## config.mk

```make
export PLATFORM = sky130hd
export DESIGN_NAME = sysres_ctrl
export DESIGN_NICKNAME = d
export VERILOG_FILES = /design/src/rtl/sysres_pkg.sv /design/src/rtl/sysres_ctrl.sv
export SDC_FILE = /design/constraint.sdc
export NUM_CORES = 1
export LEC_CHECK = 0
export ABC_AREA = 1
export ABC_CLOCK_PERIOD_IN_PS = 1000
export BUFFER_PORTS_ARGS = -buffer_cell sky130_fd_sc_hd__buf_2
export CORE_AREA = 2 2 39 41
export CTS_BUF_LIST = sky130_fd_sc_hd__clkbuf_4 sky130_fd_sc_hd__clkbuf_8 sky130_fd_sc_hd__clkbuf_16
export CTS_CLUSTER_SIZE = 10
export DETAILED_ROUTE_END_ITERATION = 12
export DIE_AREA = 0 0 41 43
export PLACE_DENSITY_LB_ADDON = 0.08
export SYNTH_ARGS = -nofsm -noshare
export SYNTH_HDL_FRONTEND = slang
export SYNTH_SLANG_ARGS = --single-unit
```

## constraint.sdc

```tcl
create_clock -name clock -period 1 [get_ports clock]
set_input_delay 0.2 -clock clock [delete_from_list [all_inputs] [get_ports clock]]
set_output_delay 0.2 -clock clock [all_outputs]
set_load 0.02 [all_outputs]
```

## src/rtl/sysres_pkg.sv

```systemverilog
// Shared types and constants for the systematic resampler.
// Item structs, result codes, phase and controller state enums, command/status structs.
// No dependencies.
package sysres_pkg;

   // Fixed field widths
   localparam int SUM_W    = 44;
   localparam int IN_W_W   = 32;
   localparam int FRAC_W   = 16;
   localparam int IDX_W    = 12;
   localparam int STATUS_W = 3;

   // Operation codes
   typedef enum logic {
      OP_LOAD  = 1'b0,
      OP_FETCH = 1'b1
   } op_type;

   // Result status codes
   typedef enum logic [STATUS_W-1:0] {
      RS_INDEX  = 3'd0,
      RS_LOADED = 3'd1,
      RS_RESET  = 3'd2,
      RS_FAILED = 3'd3,
      RS_EMPTY  = 3'd4
   } status_type;

   // Set phase
   typedef enum logic [1:0] {
      PH_EMPTY   = 2'd0,
      PH_LOADING = 2'd1,
      PH_WALKING = 2'd2,
      PH_IDLE    = 2'd3
   } phase_type;

   // Controller states
   typedef enum logic [2:0] {
      CS_IDLE,
      CS_LOAD,
      CS_INIT,
      CS_FETCH,
      CS_MUL,
      CS_CMP
   } ctrl_state_type;

   // Input item
   typedef struct packed {
      logic              operation;
      logic [IN_W_W-1:0] weight;
      logic              last_weight;
      logic [FRAC_W-1:0] start_fraction;
   } req_type;

   // Result item
   typedef struct packed {
      status_type       status;
      logic [IDX_W-1:0] chosen_index;
      logic             last_index;
   } rsp_type;

   // Controller to datapath
   typedef struct packed {
      logic       capture;
      logic       do_load;
      logic       init_rhs;
      logic       rd_en;
      logic       rd_next;
      logic       mul;
      logic       walk_inc;
      logic       phase_idle;
      logic       slot_adv;
      logic       rsp_load;
      status_type rsp_status;
   } ctrl_cmd_type;

   // Datapath to controller
   typedef struct packed {
      logic last_weight;
      logic below_min;
      logic walking;
      logic in_range;
      logic next_in_range;
      logic le;
   } dp_stat_type;

endpackage

```

## src/rtl/sysres_ctrl.sv

```systemverilog
// Resampler controller: sequences load, target setup and the walk loop; owns rsp valid.
// Talks to sysres_dpath through ctrl_cmd_type / dp_stat_type; uses sysres_pkg.
module sysres_ctrl
   import sysres_pkg::*;
(
   input  logic         clock,
   input  logic         reset,
   input  logic         req_valid,
   input  logic         req_fetch,
   output logic         req_stall,
   output logic         rsp_valid,
   input  logic         rsp_stall,
   input  dp_stat_type  stat,
   output ctrl_cmd_type cmd
);

   ctrl_state_type state_ff, state_in;
   logic           rsp_valid_ff, rsp_valid_in;
   logic           out_free;

   // Output register can take a result this cycle
   assign out_free = !rsp_valid_ff || !rsp_stall;

   // Next state
   always_comb begin
      state_in = state_ff;
      unique case (state_ff)
         CS_IDLE: begin
            if (req_valid) begin
               state_in = req_fetch ? CS_FETCH : CS_LOAD;
            end
         end
         CS_LOAD: begin
            if (out_free) begin
               state_in = stat.last_weight ? CS_INIT : CS_IDLE;
            end
         end
         CS_INIT: begin
            state_in = CS_IDLE;
         end
         CS_FETCH: begin
            if (stat.walking && stat.in_range) begin
               state_in = CS_MUL;
            end else if (out_free) begin
               state_in = CS_IDLE;
            end
         end
         CS_MUL: begin
            state_in = CS_CMP;
         end
         CS_CMP: begin
            if (stat.le && stat.next_in_range) begin
               state_in = CS_MUL;
            end else if (out_free) begin
               state_in = CS_IDLE;
            end
         end
         default: begin
            state_in = CS_IDLE;
         end
      endcase
   end

   // Commands
   always_comb begin
      cmd            = '0;
      cmd.rsp_status = RS_LOADED;
      unique case (state_ff)
         CS_IDLE: begin
            cmd.capture = req_valid;
         end
         CS_LOAD: begin
            if (out_free) begin
               cmd.do_load    = 1'b1;
               cmd.rsp_load   = 1'b1;
               cmd.rsp_status = (stat.last_weight && stat.below_min) ? RS_RESET : RS_LOADED;
            end
         end
         CS_INIT: begin
            cmd.init_rhs = 1'b1;
         end
         CS_FETCH: begin
            priority if (!stat.walking) begin
               cmd.rsp_load   = out_free;
               cmd.rsp_status = RS_EMPTY;
            end else if (!stat.in_range) begin
               cmd.rsp_load   = out_free;
               cmd.phase_idle = out_free;
               cmd.rsp_status = RS_FAILED;
            end else begin
               cmd.rd_en = 1'b1;
            end
         end
         CS_MUL: begin
            cmd.mul = 1'b1;
         end
         CS_CMP: begin
            priority if (stat.le && stat.next_in_range) begin
               // advance and read the next entry
               cmd.walk_inc = 1'b1;
               cmd.rd_en    = 1'b1;
               cmd.rd_next  = 1'b1;
            end else if (stat.le) begin
               // walked off the end
               cmd.walk_inc   = out_free;
               cmd.phase_idle = out_free;
               cmd.rsp_load   = out_free;
               cmd.rsp_status = RS_FAILED;
            end else begin
               cmd.slot_adv   = out_free;
               cmd.rsp_load   = out_free;
               cmd.rsp_status = RS_INDEX;
            end
         end
         default: begin
            cmd = '0;
         end
      endcase
   end

   // Result valid
   assign rsp_valid_in = cmd.rsp_load || (rsp_valid_ff && rsp_stall);

   always_ff @(posedge clock) begin
      if (reset) begin
         state_ff     <= CS_IDLE;
         rsp_valid_ff <= 1'b0;
      end else begin
         state_ff     <= state_in;
         rsp_valid_ff <= rsp_valid_in;
      end
   end

   assign req_stall = (state_ff != CS_IDLE);
   assign rsp_valid = rsp_valid_ff;

endmodule

```

==> results of run 1 <==
power by group:
group	leakage, uW	total (uW)	internal, uW	switching [uW]
clock	0.0000184	255	178	77.7
sequential	0.0000353	211	179	31.7
combinational	0.000512	713	351	362
total	0.000566	1180	707	472
kinds of logic after synthesis:
logic type	Yosys count	share of synthesized area (%)
simple gates	40	48.2
buf+inv	13	13.6
compound gates	12	18.8
flops	4	19.4
per-layer routing:
layer | wire [um] | vias to the layer above | global-route usage [%]
met1 | 848 | 338 | 20.9
met5 | 0 | - | 0
met4 | 46 | 0 | 2.00
li1 | - | 355 | -
met2 | 1190 | 29 | 30.6
met3 | 106 | 5 | 7.85
layout make-up:
class                   count  share of cell area [%]
clock buffers               4                    2.63
repair buffers             60                    43.9
multi-input cells          52                    38.2
flip-flops and latches      4                    8.11
well taps                  16                    1.75
inverters                  12                    5.48
cells in the mapped netlist, drive strengths merged:
cell    instances  area share [%]
a21oi           7             9.4
and3b           1             2.1
buf             1             2.7
dfxtp           4              19
inv            12              11
nand2          16              17
nand3           7             8.5
nand4           2             3.0
nor2           12              15
nor3            2             2.4
o21ai           2             2.4
o21bai          1             1.8
o221ai          1             2.1
o22ai           1             3.0
timing repair:
item / in CTS / in global routing
cloned: 0 / 0
pin swaps: 7 / 16
buffers inserted: 11 / 6
hold buffers: 0 / 0
endpoints found under the setup margin: 18 / 18
gates resized for setup: 34 / 32
path summary, 6_finish.rpt:
check,start,to,slack [ns]
min reg2reg,rsp_valid,rsp_valid,0.55
max reg2reg,state_ff[0],state_ff[2],-0.49
max,state_ff[1],cmd[3],-0.59
min,reset,state_ff[0],0.17
per-stage QoR:
step | utilization, % | hold slack, ns | area [um2] | total power, uW | worst slack, ns
finish | 82.5 | 0.173 | 1140 | 1180 | -0.588
detailed placement | 55.6 | 0.403 | 769 | 633 | -0.328
floorplan | - | 0.253 | 465 | 443 | -0.165
global route | 82.5 | 0.155 | 1140 | 1240 | -0.671
CTS | 70.7 | 0.148 | 978 | 1020 | -0.526
global placement | 55.6 | 0.401 | 769 | 633 | -0.300
registers in the layout, indices dropped and copies added (netlist names):
signal / cells
rsp_valid: 1
state_ff: 3
worst max-delay path, stage by stage (launching register included):
cell      delay, ns
dfxtp_4        0.39
buf_12         0.12
clkinv_8       0.05
nand4_1        0.16
nand2_4        0.09
o21bai_4       0.16
inv_2          0.05
buf_6          0.12
==> metrics.txt, run 1 <==
failing checks=negative setup slack; Max Cap Viol=0; starting utilization of the core area=roughly 30%; clk sinks=4; Die X=~41 um; vias in the first global route=a little under 600; Clk pin slew, worst setup/hold paths=0.04 ns; Fmax=630 MHz; grt ovf=0; first-pass GRT wire length=2190 um; Layout area overhead=176%; Max Clock Skew=0.00112 ns; placed cells=130; Leak=0.000566 uW; die area=1760 um2; net count after synthesis=80; Filler cells=92; core area=1380 um2; DIE HEIGHT=between 40 and 50 um; Worst Hold Class=in2reg; synthesized instance count=69; root buffer selected by CTS=clkbuf_4; post-synth cell types=19; hold-critical path depth=2; unrepaired setup endpoints after global routing=yes; Worst Path Max Fanout=4; Cell Area, Synth=slightly above 400 um2; Slew headroom=between 80% and 90%; multi-input logic area=435 um2; CTS Buffer Depth=2; setup violators final=18; period utilization=159%; via count=727; outcome=finished, violations left; most frequent cells in the layout=buf_4, buf_6, buf_2, nor2_4, nand2_1; row count=14; fraction of layout instances using a drive strength above 1=81.1%; Worst Path Required=0.80 ns; maximum VDD drop=1.22 mV; synthesis-stage register bit count=4; final antenna-violating net count=0; Post-Syn Area per Cell=approximately 6 um2; Post-Layout Cell Count=148; TritonCTS clock tree=done; initial antenna violation count=0; storage element area=92.6 um2; Slew Viols, Final=0; Synth warnings=0; Ports=26; CTS buffer count=3; # H-tree levels=1; Worst Slack Setup Final=-0.588 ns; most common cell after layout, fill and taps aside=buf_4; DRC Markers=0; total track usage=18.2%; Worst EP arrival=1.39 ns; DR pass1 iterations=4; # nets final=144; post-synthesis sequential area ratio=between 10% and 20%; power density cells=between 1000 and 1500 nW/um2; Reg2Reg Depth=10; HPWL Detailed=1080 um; Final Hold Vio Count=0; port bufs=25; Startpoint Class=register; Ant. Diodes=0; Routed wire per std cell=14.8 um; Tmin final=1.59 ns; largest net degree at the start of global routing=8; Slew @ Worst Pin=around 0.2 ns; total wire length=between 2000 and 2500 um; routed vias/inst=4.91; global placer's final weighted congestion=0.850; Worst-Skew Late Latency=0.24 ns; element type at the critical path end=primary output; Initial DRC Count=6; setup tns final=-7.64 ns; crit path kind=reg2out
Note: power is estimated with default switching activity, not from simulation.
==> run 2, diff against run 1 <==
--- a/config.mk
+++ b/config.mk
@@ -8,11 +8,12 @@
 export ABC_AREA = 1
 export ABC_CLOCK_PERIOD_IN_PS = 1000
 export BUFFER_PORTS_ARGS = -buffer_cell sky130_fd_sc_hd__buf_2
-export CORE_AREA = 2 2 39 41
+export CELL_PAD_IN_SITES_DETAIL_PLACEMENT = 0
+export CELL_PAD_IN_SITES_GLOBAL_PLACEMENT = 1
+export CORE_UTILIZATION = 22
 export CTS_BUF_LIST = sky130_fd_sc_hd__clkbuf_4 sky130_fd_sc_hd__clkbuf_8 sky130_fd_sc_hd__clkbuf_16
 export CTS_CLUSTER_SIZE = 10
 export DETAILED_ROUTE_END_ITERATION = 12
-export DIE_AREA = 0 0 41 43
 export PLACE_DENSITY_LB_ADDON = 0.08
 export SYNTH_ARGS = -nofsm -noshare
 export SYNTH_HDL_FRONTEND = slang
==> run 2 against run 1 <==
The flow still finishes with violations (negative setup slack). Cell area down 10%. Clock power down 2%. Global-route usage down 2.7 points. Via count down 12%. Routed wire length down 30%.
==> metrics.txt, run 2 (synthesis gave the netlist of run 1 again) <==
power density cells=roughly 1100 nW/um2; clk sinks=4; TritonCTS clock tree=done; Worst Path Required=0.80 ns; max incr delay on CP=about 0.38 ns; Sw Share=38.2%; root buffer selected by CTS=clkbuf_4; Worst-Skew Late Latency=0.24 ns; WHS=0.166 ns; Routed wire per std cell=roughly 10 um; total track usage=15.5%; Worst Hold Class=in2reg; worst r2r src=state_ff[0]; Worst EP arrival=about 1.3 ns; DRC Markers=0; Slew headroom=88.5%; Fmax=656 MHz; Combinational Power Share=57.4%; maximum VDD drop=roughly 0.86 mV; routed vias/inst=between 4 and 5; unrepaired setup endpoints after global routing=yes; element type at the critical path end=primary output; setup tns final=-6.77 ns; max FFs per register=3; Largest Register=state_ff; vias in the first global route=543; core area=~1700 um2; Slew @ Worst Pin=0.173 ns; Place WS=-0.342 ns; Clk pin slew, worst setup/hold paths=0.04 ns; setup violators final=18; # H-tree levels=1; period utilization=153%; DIE HEIGHT=45.3 um; Slew Viols, Final=0; starting utilization of the core area=23.7%; Ports=26; CP max-delay cell=dfxtp_4; cell-internal power=668 uW; Worst Slack Setup Final=-0.525 ns; Worst Path Max Fanout=4; global placer's final weighted congestion=0.749; Net Sw Power=413 uW; initial antenna violation count=0; crit path kind=reg2out; Die X=45.3 um; Clk pwr share=23.3%; largest net degree at the start of global routing=8; port bufs=25; Startpoint Class=register; most frequent cells in the layout=buf_4, buf_2, buf_6, nand2_1, nor2_4; Worst Setup SP=state_ff[0]; Final Hold Vio Count=0; DR pass1 iterations=2; grt ovf=0; most common cell after layout, fill and taps aside=buf_4; worst hold path startpoint=reset; outcome=finished, violations left; Initial DRC Count=4; Max Cap Viol=0; via count=643; # nets final=137; Sequential Power Share=19.4%; die area=2050 um2; row count=15; Tmin final=approximately 1.5 ns; fraction of layout instances using a drive strength above 1=76.8%; Layout area overhead=148%; total wire length=1540 um; Max Clock Skew=between 0.002 and 0.0025 ns; first-pass GRT wire length=2280 um; CTS Buffer Depth=2; cells along the critical path=inv_4 -> nor2_4 -> nand2_2 -> buf_6 -> o221ai_2 -> buf_4; failing checks=negative setup slack; HPWL Detailed=1100 um; Leak=0.000493 uW; CTS buffer count=3; Ant. Diodes=0; final antenna-violating net count=0
-- run 2: repair_timing --
| item | CTS | global route |
|---|---|---|
| endpoints found under the setup margin | 18 | 18 |
| gates resized for setup | 31 | 21 |
| setup buffers | 4 | 6 |
| hold buffers | 0 | 0 |
| pin swaps | 8 | 9 |
-- run 2: routing by layer --
metal / GRT usage, % / wire length (um)
met1: 21.8 / 709
met2: 23.5 / 763
met3: 5.20 / 70
met4: 1.82 / 0
met5: 0 / 0
-- run 2: power by group through the flow --
stage	logic, uW	registers [uW]	clock network [uW]
2_1_floorplan	229	214	0
3_3_place_gp	411	212	0
3_5_place_dp	411	210	0
4_1_cts	515	207	264
5_1_grt	669	212	283
6_report	620	210	251
-- run 2: cell type report --
type / instances / area [um2]
inverters: 12 / 52.6
multi-input cells: 52 / 404
fillers: 171 / 723
repair buffers: 53 / 412
well taps: 25 / 31.3
flip-flops and latches: 4 / 92.6
clock buffers: 4 / 30.0
-- run 2: path summary, 6_finish.rpt --
kind / endpoint / slack, ns / cells after the start
setup / recovery: cmd[1] / -0.53 / 6
hold reg to reg: rsp_valid / 0.65 / 3
hold / removal: state_ff[0] / 0.17 / 2
setup reg to reg: state_ff[1] / -0.20 / 7
-- run 2: worst max-delay path, delay by kind of cell (launching register included) --
kind	cells	cell delay, ns
AND/OR/NAND/NOR	2	0.22
flip-flops	1	0.38
AO/OA/AOI/OAI	1	0.14
buffers and inverters	3	0.33
-- run 2: through the flow --
step	power (uW)	instance area (um2)	instances	utilization (%)
global route	1160	1020	150	58.6
CTS	987	896	144	51.3
finish	1080	1020	150	58.6
global placement	623	746	136	42.7
floorplan	443	465	69	-
detailed placement	621	746	136	42.7
==> run 3, diff against run 2 <==
==> constraint.sdc (replaced) <==
create_clock -name clock -period 1 [get_ports clock]
set_input_delay 0.15 -clock clock [delete_from_list [all_inputs] [get_ports clock]]
set_output_delay 0.15 -clock clock [all_outputs]
set_load 0.02 [all_outputs]
==> run 3 against run 2 <==
The run still ends with negative setup slack left. Count of clock-buffer cells in the layout stayed put. Clock skew hardly changed. Non-clock buffer count is 9 higher. Cell area is 8.2% higher. Combinational power is 10% higher. Largest power group unchanged. Setup slack better by 0.014 ns. Sequential power is 2% lower. Total power is 5.9% higher. Routed wire length is 12% higher. Highest routed layer is now met4. Sequential share of layout area is 0.69 points lower. Final cell count is 6.0% higher.
==> metrics.txt, run 3 (synthesis gave the netlist of run 1 again) <==
fin util=63.4%; TritonCTS clock tree=done; row count=15; WHS=around 0.12 ns; global placer's final weighted congestion=between 0.7 and 0.8; Ant. Diodes=0; HPWL Detailed=around 1100 um; Filler cells=150; placed cells=139; Worst Slack Setup Final=-0.512 ns; Worst EP arrival=1.36 ns; Ports=26; routed vias/inst=~4.4; Tmin final=~1.5 ns; most common cell after layout, fill and taps aside=buf_4; Worst Path Max Fanout=4; CTS buffer count=3; maximum VDD drop=0.780 mV; initial antenna violation count=0; Leak=between 0.0005 and 0.0006 uW; setup violators final=18; Startpoint Class=register; DR pass1 iterations=4; fraction of layout instances using a drive strength above 1=78.4%; root buffer selected by CTS=clkbuf_4; Final Hold Vio Count=0; Layout area overhead=168%; period utilization=151%; clk sinks=4; grt ovf=0; starting utilization of the core area=approximately a quarter; power density cells=1030 nW/um2; Slew @ Worst Pin=0.178 ns; Max Cap Viol=0; Largest Register=state_ff; total wire length=around 1700 um; die area=between 2000 and 2500 um2; largest net degree at the start of global routing=9; most frequent cells in the layout=buf_4, buf_6, buf_2, nand2_1; unrepaired setup endpoints after global routing=yes; Clk pin slew, worst setup/hold paths=0.04 ns; Slew Viols, Final=0; crit path kind=reg2out; via count=696; Worst Path Required=0.85 ns; Initial DRC Count=21; first-pass GRT wire length=2620 um; Place WS=-0.332 ns; max FFs per register=3; Slew headroom=88.1%; core area=1750 um2; DRC Markers=0; element type at the critical path end=primary output; # nets final=146; Worst Hold Class=in2reg; Die X=between 40 and 50 um; final antenna-violating net count=0; total power=1140 uW; Routed wire per std cell=10.9 um; DIE HEIGHT=45.3 um; CTS Buffer Depth=2; total track usage=~18%; Fmax=662 MHz; failing checks=negative setup slack; outcome=finished, violations left; port bufs=25; # H-tree levels=1; Post-Layout Cell Count=159; Max Clock Skew=roughly 0.0017 ns; vias in the first global route=603; Worst-Skew Late Latency=between 0.2 and 0.25 ns
run 3: cell types whose count changed in the layout (fill, tap and decap cells not counted), moves of 2 or more:
cell / previous run / this run
buf_4: 31 / 37
buf_6: 11 / 13
nor2_2: 1 / 3
nor2_4: 7 / 5
run 3: power breakdown:
part | leakage (uW) | switching, uW | internal [uW] | total, uW
clock | 0.0000184 | 77.5 | 178 | 255
sequential | 0.0000353 | 27.2 | 179 | 206
combinational | 0.000506 | 332 | 352 | 683
total | 0.000560 | 436 | 708 | 1140
run 3: cell type report:
class / count / area [um2] / share of cell area (%)
Inverter: 12 / 52.6 / 4.75
Multi-Input combinational cell: 52 / 400 / 36.2
Timing Repair Buffer: 62 / 499 / 45.1
Tap cell: 25 / 31.3 / 2.83
Sequential cell: 4 / 92.6 / 8.37
Clock buffer: 4 / 30.0 / 2.71
run 3: final timing paths:
kind / to / depth (start not counted) / slack [ns] / from
worst max-delay path: cmd[1] / 6 / -0.51 / state_ff[0]
worst min-delay path: state_ff[0] / 2 / 0.12 / reset
worst max register to register: state_ff[0] / 10 / -0.47 / state_ff[0]
worst min register to register: rsp_valid / 2 / 0.51 / rsp_valid
run 3: repair_timing:
action,CTS,global route
pin swaps,8,7
cloned,0,0
hold buffers,0,0
resized for setup,45,8
setup endpoints to repair,18,18
setup buffers,13,5
run 3: metrics by stage:
step / area [um2] / TNS, ns
floorplan: 460 / -0.825
global placement: 763 / -3.20
detailed placement: 763 / -3.84
CTS: 1030 / -6.48
global route: 1110 / -8.41
finish: 1110 / -7.05
run 3: metal layers:
| layer | vias up | track usage [%] | routed length, um |
|---|---|---|---|
| li1 | 355 | - | - |
| met1 | 311 | 22.8 | 701 |
| met2 | 28 | 30.1 | 893 |
| met3 | 2 | 7.20 | 115 |
| met4 | 0 | 1.82 | 19 |
| met5 | - | 0 | 0 |
run 3: worst max-delay path: stages (launching register included):
cell,delay (ns)
dfxtp_4,0.37
inv_4,0.05
nor2_4,0.15
nand2_2,0.11
buf_6,0.14
o221ai_2,0.14
buf_4,0.16
